### src/hw/rtl/locality_sharer_mode_classifier_core_macros.svh
// Assertion macros for the locality sharer mode classifier.
`ifndef LOCALITY_SHARER_MODE_CLASSIFIER_CORE_MACROS_SVH
`define LOCALITY_SHARER_MODE_CLASSIFIER_CORE_MACROS_SVH

`ifndef NO_ASSERTIONS

`define LSMC_ASSERT(lbl, prop, msg) \
    lbl: assert property (@(posedge clk) disable iff (!rst_n) prop) else $error(msg);

`define LSMC_ASSERT_NEVER(lbl, cond, msg) \
    lbl: assert property (@(posedge clk) disable iff (!rst_n) !(cond)) else $error(msg);

`else

`define LSMC_ASSERT(lbl, prop, msg)

`define LSMC_ASSERT_NEVER(lbl, cond, msg)

`endif

`endif

### src/hw/rtl/lsmc_pkg.sv
// Types, constants and helpers shared by the sharer mode classifier.
`timescale 1ns / 1ps

package lsmc_pkg;

    localparam int NUM_SHARERS_DEF = 64;
    localparam logic [7:0] THRESHOLD_RESET = 8'd4;

    localparam logic [1:0] CMD_REQ       = 2'd0;
    localparam logic [1:0] CMD_READ_LOCK = 2'd1;
    localparam logic [1:0] CMD_REPLY     = 2'd2;
    localparam logic [1:0] CMD_QUERY     = 2'd3;

    typedef struct packed {
        logic [1:0] command;
        logic [5:0] sender;
        logic       has_requester;
        logic [5:0] requester;
        logic [7:0] reported_util;
    } request_t;

    typedef struct packed {
        logic       sender_mode;
        logic [7:0] sender_utilization;
    } result_t;

    // One table entry: mode bit (1 = remote sharer) and utilization count.
    typedef struct packed {
        logic       mode;
        logic [7:0] util;
    } entry_t;

    function automatic logic [7:0] clamp_count(input logic [8:0] v, input logic [7:0] thr);
        logic [7:0] r;
        if (v >= {1'b0, thr})
            r = thr;
        else
            r = v[7:0];
        return r;
    endfunction

endpackage

### src/hw/rtl/lsmc_table.sv
// Sharer table memory with write forwarding and a clearing sweep after reset.
`timescale 1ns / 1ps
`include "locality_sharer_mode_classifier_core_macros.svh"

module lsmc_table #(
    parameter int NUM_SHARERS = lsmc_pkg::NUM_SHARERS_DEF,
    parameter int AW = (NUM_SHARERS > 1) ? $clog2(NUM_SHARERS) : 1
) (
    input  logic              clk,
    input  logic              rst_n,
    input  logic              rd_en,
    input  logic [AW-1:0]     rd_addr,
    output lsmc_pkg::entry_t  rd_data,
    input  logic              wr_en,
    input  logic [AW-1:0]     wr_addr,
    input  lsmc_pkg::entry_t  wr_data,
    output logic              clearing
);
    import lsmc_pkg::*;

    localparam logic [AW-1:0] LAST_ADDR = AW'(NUM_SHARERS - 1);

    entry_t        mem [NUM_SHARERS];
    entry_t        mem_q_reg;
    entry_t        byp_reg;
    logic          fwd_reg;
    logic          clr_active_reg;
    logic          clr_active_next;
    logic [AW-1:0] clr_addr_reg;
    logic [AW-1:0] clr_addr_next;

    always_comb
    begin
        clr_active_next = clr_active_reg;
        clr_addr_next   = clr_addr_reg;
        if (clr_active_reg)
        begin
            clr_addr_next = clr_addr_reg + AW'(1);
            if (clr_addr_reg == LAST_ADDR)
                clr_active_next = 1'b0;
        end
    end

    always_ff @(posedge clk or negedge rst_n)
    begin
        if (!rst_n)
        begin
            clr_active_reg <= 1'b1;
            clr_addr_reg   <= '0;
            fwd_reg        <= 1'b0;
        end
        else
        begin
            clr_active_reg <= clr_active_next;
            clr_addr_reg   <= clr_addr_next;
            if (rd_en)
                fwd_reg <= wr_en && (wr_addr == rd_addr);
        end
    end

    // Memory: one write port, one registered read port (old data on collision).
    always_ff @(posedge clk)
    begin
        if (clr_active_reg)
            mem[clr_addr_reg] <= '0;
        else if (wr_en)
            mem[wr_addr] <= wr_data;
        if (rd_en)
        begin
            mem_q_reg <= mem[rd_addr];
            byp_reg   <= wr_data;
        end
    end

    assign rd_data  = fwd_reg ? byp_reg : mem_q_reg;
    assign clearing = clr_active_reg;

    `LSMC_ASSERT(a_clr_step, clr_active_reg && (clr_addr_reg != LAST_ADDR) |=> clr_active_reg && (clr_addr_reg == $past(clr_addr_reg) + AW'(1)), "clear sweep skipped an entry")
    `LSMC_ASSERT_NEVER(a_wr_during_clr, clr_active_reg && wr_en, "write during clear sweep")
    `LSMC_ASSERT(a_clr_end, clr_active_reg && (clr_addr_reg == LAST_ADDR) |=> !clr_active_reg, "clear sweep did not stop")

endmodule

### src/hw/rtl/locality_sharer_mode_classifier_core.sv
// Top level of the locality-aware sharer mode classifier.
//
//  channel   direction  handshake               payload
//  -------   ---------  ---------------------   ----------------------------
//  request   in         start, busy             request (lsmc_pkg::request_t)
//  result    out        done (one-cycle strobe) result  (lsmc_pkg::result_t)
//  config    in         threshold_we            threshold_wdata (8 bits)
//
//  One transaction per cycle while busy is low; the result strobes after
//  s1_valid_reg and done_reg. The rate is set by the table's read-modify-write:
//  registered read at acceptance, update and write back from s1, forwarding
//  into the following read. After reset a sweep clears the table, busy high
//  meanwhile. Threshold writes are taken at any time. Results cannot be stalled.
`timescale 1ns / 1ps
`include "locality_sharer_mode_classifier_core_macros.svh"

module locality_sharer_mode_classifier_core #(
    parameter int NUM_SHARERS = lsmc_pkg::NUM_SHARERS_DEF
) (
    input  logic               clk,
    input  logic               rst_n,
    input  logic               start,
    output logic               busy,
    input  lsmc_pkg::request_t request,
    output logic               done,
    output lsmc_pkg::result_t  result,
    input  logic               threshold_we,
    input  logic [7:0]         threshold_wdata
);
    import lsmc_pkg::*;

    localparam int AW = (NUM_SHARERS > 1) ? $clog2(NUM_SHARERS) : 1;

    logic          accept;
    logic          clearing;
    logic [7:0]    thr_reg;
    logic          s1_valid_reg;
    logic          s1_inrange_reg;
    request_t      s1_req_reg;
    logic [AW-1:0] s1_addr_reg;
    logic [AW-1:0] rd_addr;
    logic          rd_inrange;
    entry_t        cur;
    entry_t        upd;
    logic [8:0]    cnt;
    logic [8:0]    sum;
    logic          hit;
    logic          wr_en;
    logic          done_reg;
    result_t       result_reg;
    result_t       result_next;

    assign accept     = start && !busy;
    assign busy       = clearing;
    assign rd_addr    = AW'(request.sender);
    assign rd_inrange = 32'(request.sender) < 32'(NUM_SHARERS);

    lsmc_table #(
        .NUM_SHARERS (NUM_SHARERS),
        .AW          (AW)
    ) u_table (
        .clk      (clk),
        .rst_n    (rst_n),
        .rd_en    (accept),
        .rd_addr  (rd_addr),
        .rd_data  (cur),
        .wr_en    (wr_en),
        .wr_addr  (s1_addr_reg),
        .wr_data  (upd),
        .clearing (clearing)
    );

    // Update of the sender's entry.
    assign cnt = {1'b0, cur.util} + 9'd1;
    assign sum = {1'b0, s1_req_reg.reported_util} + {1'b0, cur.util};
    // Read-lock also hits one below threshold: cnt + 1 >= thr.
    assign hit = (cnt >= {1'b0, thr_reg}) ||
                 ((s1_req_reg.command == CMD_READ_LOCK) &&
                  (({1'b0, cnt} + 10'd1) >= {2'b0, thr_reg}));

    always_comb
    begin
        upd = cur;
        case (s1_req_reg.command)
            CMD_REQ, CMD_READ_LOCK:
            begin
                upd.util = clamp_count(cnt, thr_reg);
                if (cur.mode && hit)
                    upd.mode = 1'b0;
            end
            CMD_REPLY:
            begin
                if (s1_req_reg.has_requester && (s1_req_reg.requester == s1_req_reg.sender))
                    upd.util = clamp_count(sum, thr_reg);
                else
                begin
                    upd.mode = sum < {1'b0, thr_reg};
                    upd.util = '0;
                end
            end
            default:
                upd = cur;
        endcase
    end

    assign wr_en = s1_valid_reg && s1_inrange_reg;

    always_comb
    begin
        result_next = '0;
        if (s1_inrange_reg)
        begin
            result_next.sender_mode        = upd.mode;
            result_next.sender_utilization = upd.util;
        end
    end

    always_ff @(posedge clk or negedge rst_n)
    begin
        if (!rst_n)
        begin
            thr_reg      <= THRESHOLD_RESET;
            s1_valid_reg <= 1'b0;
            done_reg     <= 1'b0;
        end
        else
        begin
            if (threshold_we)
                thr_reg <= threshold_wdata;
            s1_valid_reg <= accept;
            done_reg     <= s1_valid_reg;
        end
    end

    always_ff @(posedge clk)
    begin
        if (accept)
        begin
            s1_req_reg     <= request;
            s1_addr_reg    <= rd_addr;
            s1_inrange_reg <= rd_inrange;
        end
        if (s1_valid_reg)
            result_reg <= result_next;
    end

    assign done   = done_reg;
    assign result = result_reg;

    `LSMC_ASSERT(a_done_follows, s1_valid_reg |=> done_reg, "result strobe missing")
    `LSMC_ASSERT_NEVER(a_work_in_clear, clearing && s1_valid_reg, "transaction in flight during clear")
    `LSMC_ASSERT(a_oor_zero, s1_valid_reg && !s1_inrange_reg |=> result_reg == '0, "out-of-range sender gave nonzero result")
    `LSMC_ASSERT(a_req_sat, wr_en && ((s1_req_reg.command == CMD_REQ) || (s1_req_reg.command == CMD_READ_LOCK)) |-> upd.util <= thr_reg, "request count above threshold")

endmodule
### config.mk
export PLATFORM = sky130hd
export DESIGN_NAME = locality_sharer_mode_classifier_core
export DESIGN_NICKNAME = d
export VERILOG_FILES = /design/src/hw/rtl/lsmc_pkg.sv /design/src/hw/rtl/lsmc_table.sv /design/src/hw/rtl/locality_sharer_mode_classifier_core.sv
export VERILOG_INCLUDE_DIRS = /design/src /design/src/hw/rtl
export SDC_FILE = /design/constraint.sdc
export NUM_CORES = 1
export LEC_CHECK = 0
export ABC_AREA = 1
export BUFFER_PORTS_ARGS = -buffer_cell sky130_fd_sc_hd__clkbuf_2
export CELL_PAD_IN_SITES_DETAIL_PLACEMENT = 1
export CELL_PAD_IN_SITES_GLOBAL_PLACEMENT = 1
export CORE_MARGIN = 2
export CORE_UTILIZATION = 47
export DETAILED_ROUTE_END_ITERATION = 7
export PLACE_DENSITY = 0.77
export SLEW_MARGIN = 20
export SYNTH_ARGS = -nofsm -noshare
export SYNTH_HDL_FRONTEND = slang
export SYNTH_SLANG_ARGS = --single-unit
### constraint.sdc
create_clock -name clk -period 5.5 [get_ports clk]
set_clock_uncertainty 0.1 [all_clocks]
set_input_delay 0.55 -clock clk [delete_from_list [all_inputs] [get_ports clk]]
set_output_delay 0.55 -clock clk [all_outputs]
set_load 0.01 [all_outputs]
==> qor.txt <==
Post-synthesis sequential area ratio: 70.4%
CTS tree: built
Detail Placement HPWL: 46200 um
Core Region: 57600 um^2
Cell area after synthesis: 27300 um^2
WHS Endpoint: s1_req_reg[0]
CP Data Required Time: 5750 ps
IO Pins: 46
DR iter-0 viols: 1971
Worst reg-to-reg setup slack: 470 ps
Vias: 18692
Max cap viols: 0
Reg2Reg Depth: 24
Die Area: 60100 um^2
Setup bufs post-CTS: 0
Antenna cell count: 0
Leak pwr: 10.6 nW
Site row count: 88
Fin crit period: 5030 ps
Main synth FF type: edfxtp_1
RePlAce Congestion: 0.881
Rel. slew slack: 26.5%
Fmax: 199 MHz
Share of layout cells above drive strength 1: 11.4%
Vert. Die Dim: 245 um
DR vias/cell: 5.99
Largest register FFs: 576
WHS Path Cells: 1
Max VDD drop: 0.225 mV
R2r startpoint: u_table.fwd_reg
WL/cell: 25.5 um
Total GRT Usage: 26.5%
Vias in the first global route: 19543
Crit. End Element: flop
Min-delay worst type: in2reg
Layout Nets: 2374
Fin cells: 3120
DR DRC count: 0
Hold Startpoint: request[0]
Final Cycle Share: 91.4%
Commonest cells after routing, fill and taps aside: edfxtp_1 (626), nor2_1 (431), o21ai_0 (353), nand2_1 (158), o22ai_1 (150)
First-pass GRT wire length: 120000 um
Die width: 245 um
Setup tns final: 0 ps
Post-route ant nets: 0
Reg2Reg Capture Point: u_table.mem[33][4]
Worst skew pair latency: 620 ps
Post-synthesis register bit count: 644
Detailed Routing Iterations Pass 1: 5
I/O Buffers: 45
Root Driver: clkbuf_16
Clock sinks: 644
Post-synth EDFFs: 626
H-tree depth: 3
Hold Fails Final Rpt: 0
Cell Pwr Density: 367 nW/um^2
Clock-pin slew on the worst setup and hold paths: 60 ps
Worst slew pin tran: 1100 ps
Syn nets: 2327
Status: completed
Grt ovf: 0
Post-CTS Resized: 0
Largest net degree at the start of global routing: 161
Async set-reset flop share out of synthesis: 2.80%
Post-cts hold buffer count: 9
Crit Path Class: reg2reg
Yosys warning count: 0
RSZ-0062 raised after global routing: false
Starting Density: 47.5%
Crit path max fanout: 42
Yosys cell types: 49
Setup-failing EPs final: 0
Layout area overhead: 12.5%
CTS buffer count: 68
Max Root-Sink Buffers: 3
Final wirelength: 79400 um
CP Data Arrival Time: 5280 ps
Startpoint types: flop
Cells after DPL: 2987
Initial antenna violation count: 1
Max-slew violations: 0
Total power: 11.3 mW
Post-Synthesis Cells: 2254
Syn Area/Cell: 12.1 um^2
Commonest non-fill, non-tap cell in the layout: edfxtp_1
## final cells by class
class                   count  area, um^2
repair buffers            105         797
clock buffers              91        1860
flip-flops and latches    644       19300
well taps                 765         957
multi-input cells        1381        7220
inverters                 101         390
fillers                  5855       26800
clock inverters            33         293
## worst max-delay path, stage by stage, from the launching register on
cell and delay (ps):
dfrtp_1 390, buf_4 230, nand2_1 90, nand2_2 140
inv_1 150, ha_1 250, fa_1 430, nand3_1 100
nand3_1 130, nand2_1 100, nand2_1 50, a21oi_1 150
xor2_1 160, inv_1 80, ha_1 300, nand2_1 50
inv_1 70, nand4_1 150, nand4_1 160, buf_4 200
nor2_1 50, nor2_1 130, nor2_2 70, nor2_4 480
buf_4 510
## Yosys cell counts (5+ instances only)
library cell	number	area, um^2
o211ai_1	30	225
a21oi_1	15	75.1
nand2_4	9	101
nand4_1	21	131
o21ai_0	353	1770
nand3_1	40	200
o22ai_1	150	938
buf_2	23	115
nor2_1	433	1630
xnor2_1	5	43.8
nand2_1	158	593
dfrtp_1	16	400
ha_1	37	463
clkbuf_1	91	342
xor2_1	15	131
o221ai_1	16	140
o21ai_1	21	105
inv_1	88	330
edfxtp_1	626	18800
inv_2	9	33.8
buf_4	7	52.6
nor3_1	5	25.0
nor4_1	9	56.3
or2_2	9	56.3
nand2_2	8	50.1
nor2_2	16	100
## power breakdown
group / switching (mW) / total, mW / internal, mW
Combinational: 0.865 / 1.18 / 0.313
Sequential: 0.0382 / 5.61 / 5.57
Clock: 1.92 / 4.50 / 2.58
## how the worst max path moves through the flow
stage / cells past startpoint / end / from
floorplan: 27 / u_table.mem[0][5] / u_table.fwd_reg
global placement: 24 / u_table.mem[43][4] / u_table.fwd_reg
detailed placement: 24 / u_table.mem[45][4] / u_table.fwd_reg
CTS: 24 / u_table.mem[37][4] / u_table.fwd_reg
global route: 24 / u_table.mem[37][4] / u_table.fwd_reg
finish: 24 / u_table.mem[33][4] / u_table.fwd_reg
## metal layers
layer / global-route usage, % / up-vias / part of all wire [%]
li1: - / 8322 / -
met5: 0 / - / 0.016
met1: 35.1 / 9500 / 41
met3: 4.12 / 160 / 6.1
met4: 9.34 / 2 / 3.2
met2: 44.5 / 708 / 49
## kinds of logic (layout without fill, tap and decap cells)
logic type	after synthesis	after routing	share of synthesized area, %
fa+ha+maj	38	38	1.77
mux	2	2	0.0732
simple gates	720	720	11.2
compound gates	600	600	12.4
buf+inv	229	330	3.52
xor+xnor	21	21	0.700
flops	644	644	70.4
## through the flow
step	area, um^2	worst slack (ps)	hold WS [ps]	utilization [%]
floorplan	27300	73.6	154	-
global placement	28500	691	383	49.5
CTS	30800	465	4.77	53.4
finish	30800	474	24.6	53.4
global route	30800	78.9	7.60	53.4
detailed placement	28500	498	395	49.5
Note: power is estimated with default switching activity, not from simulation.
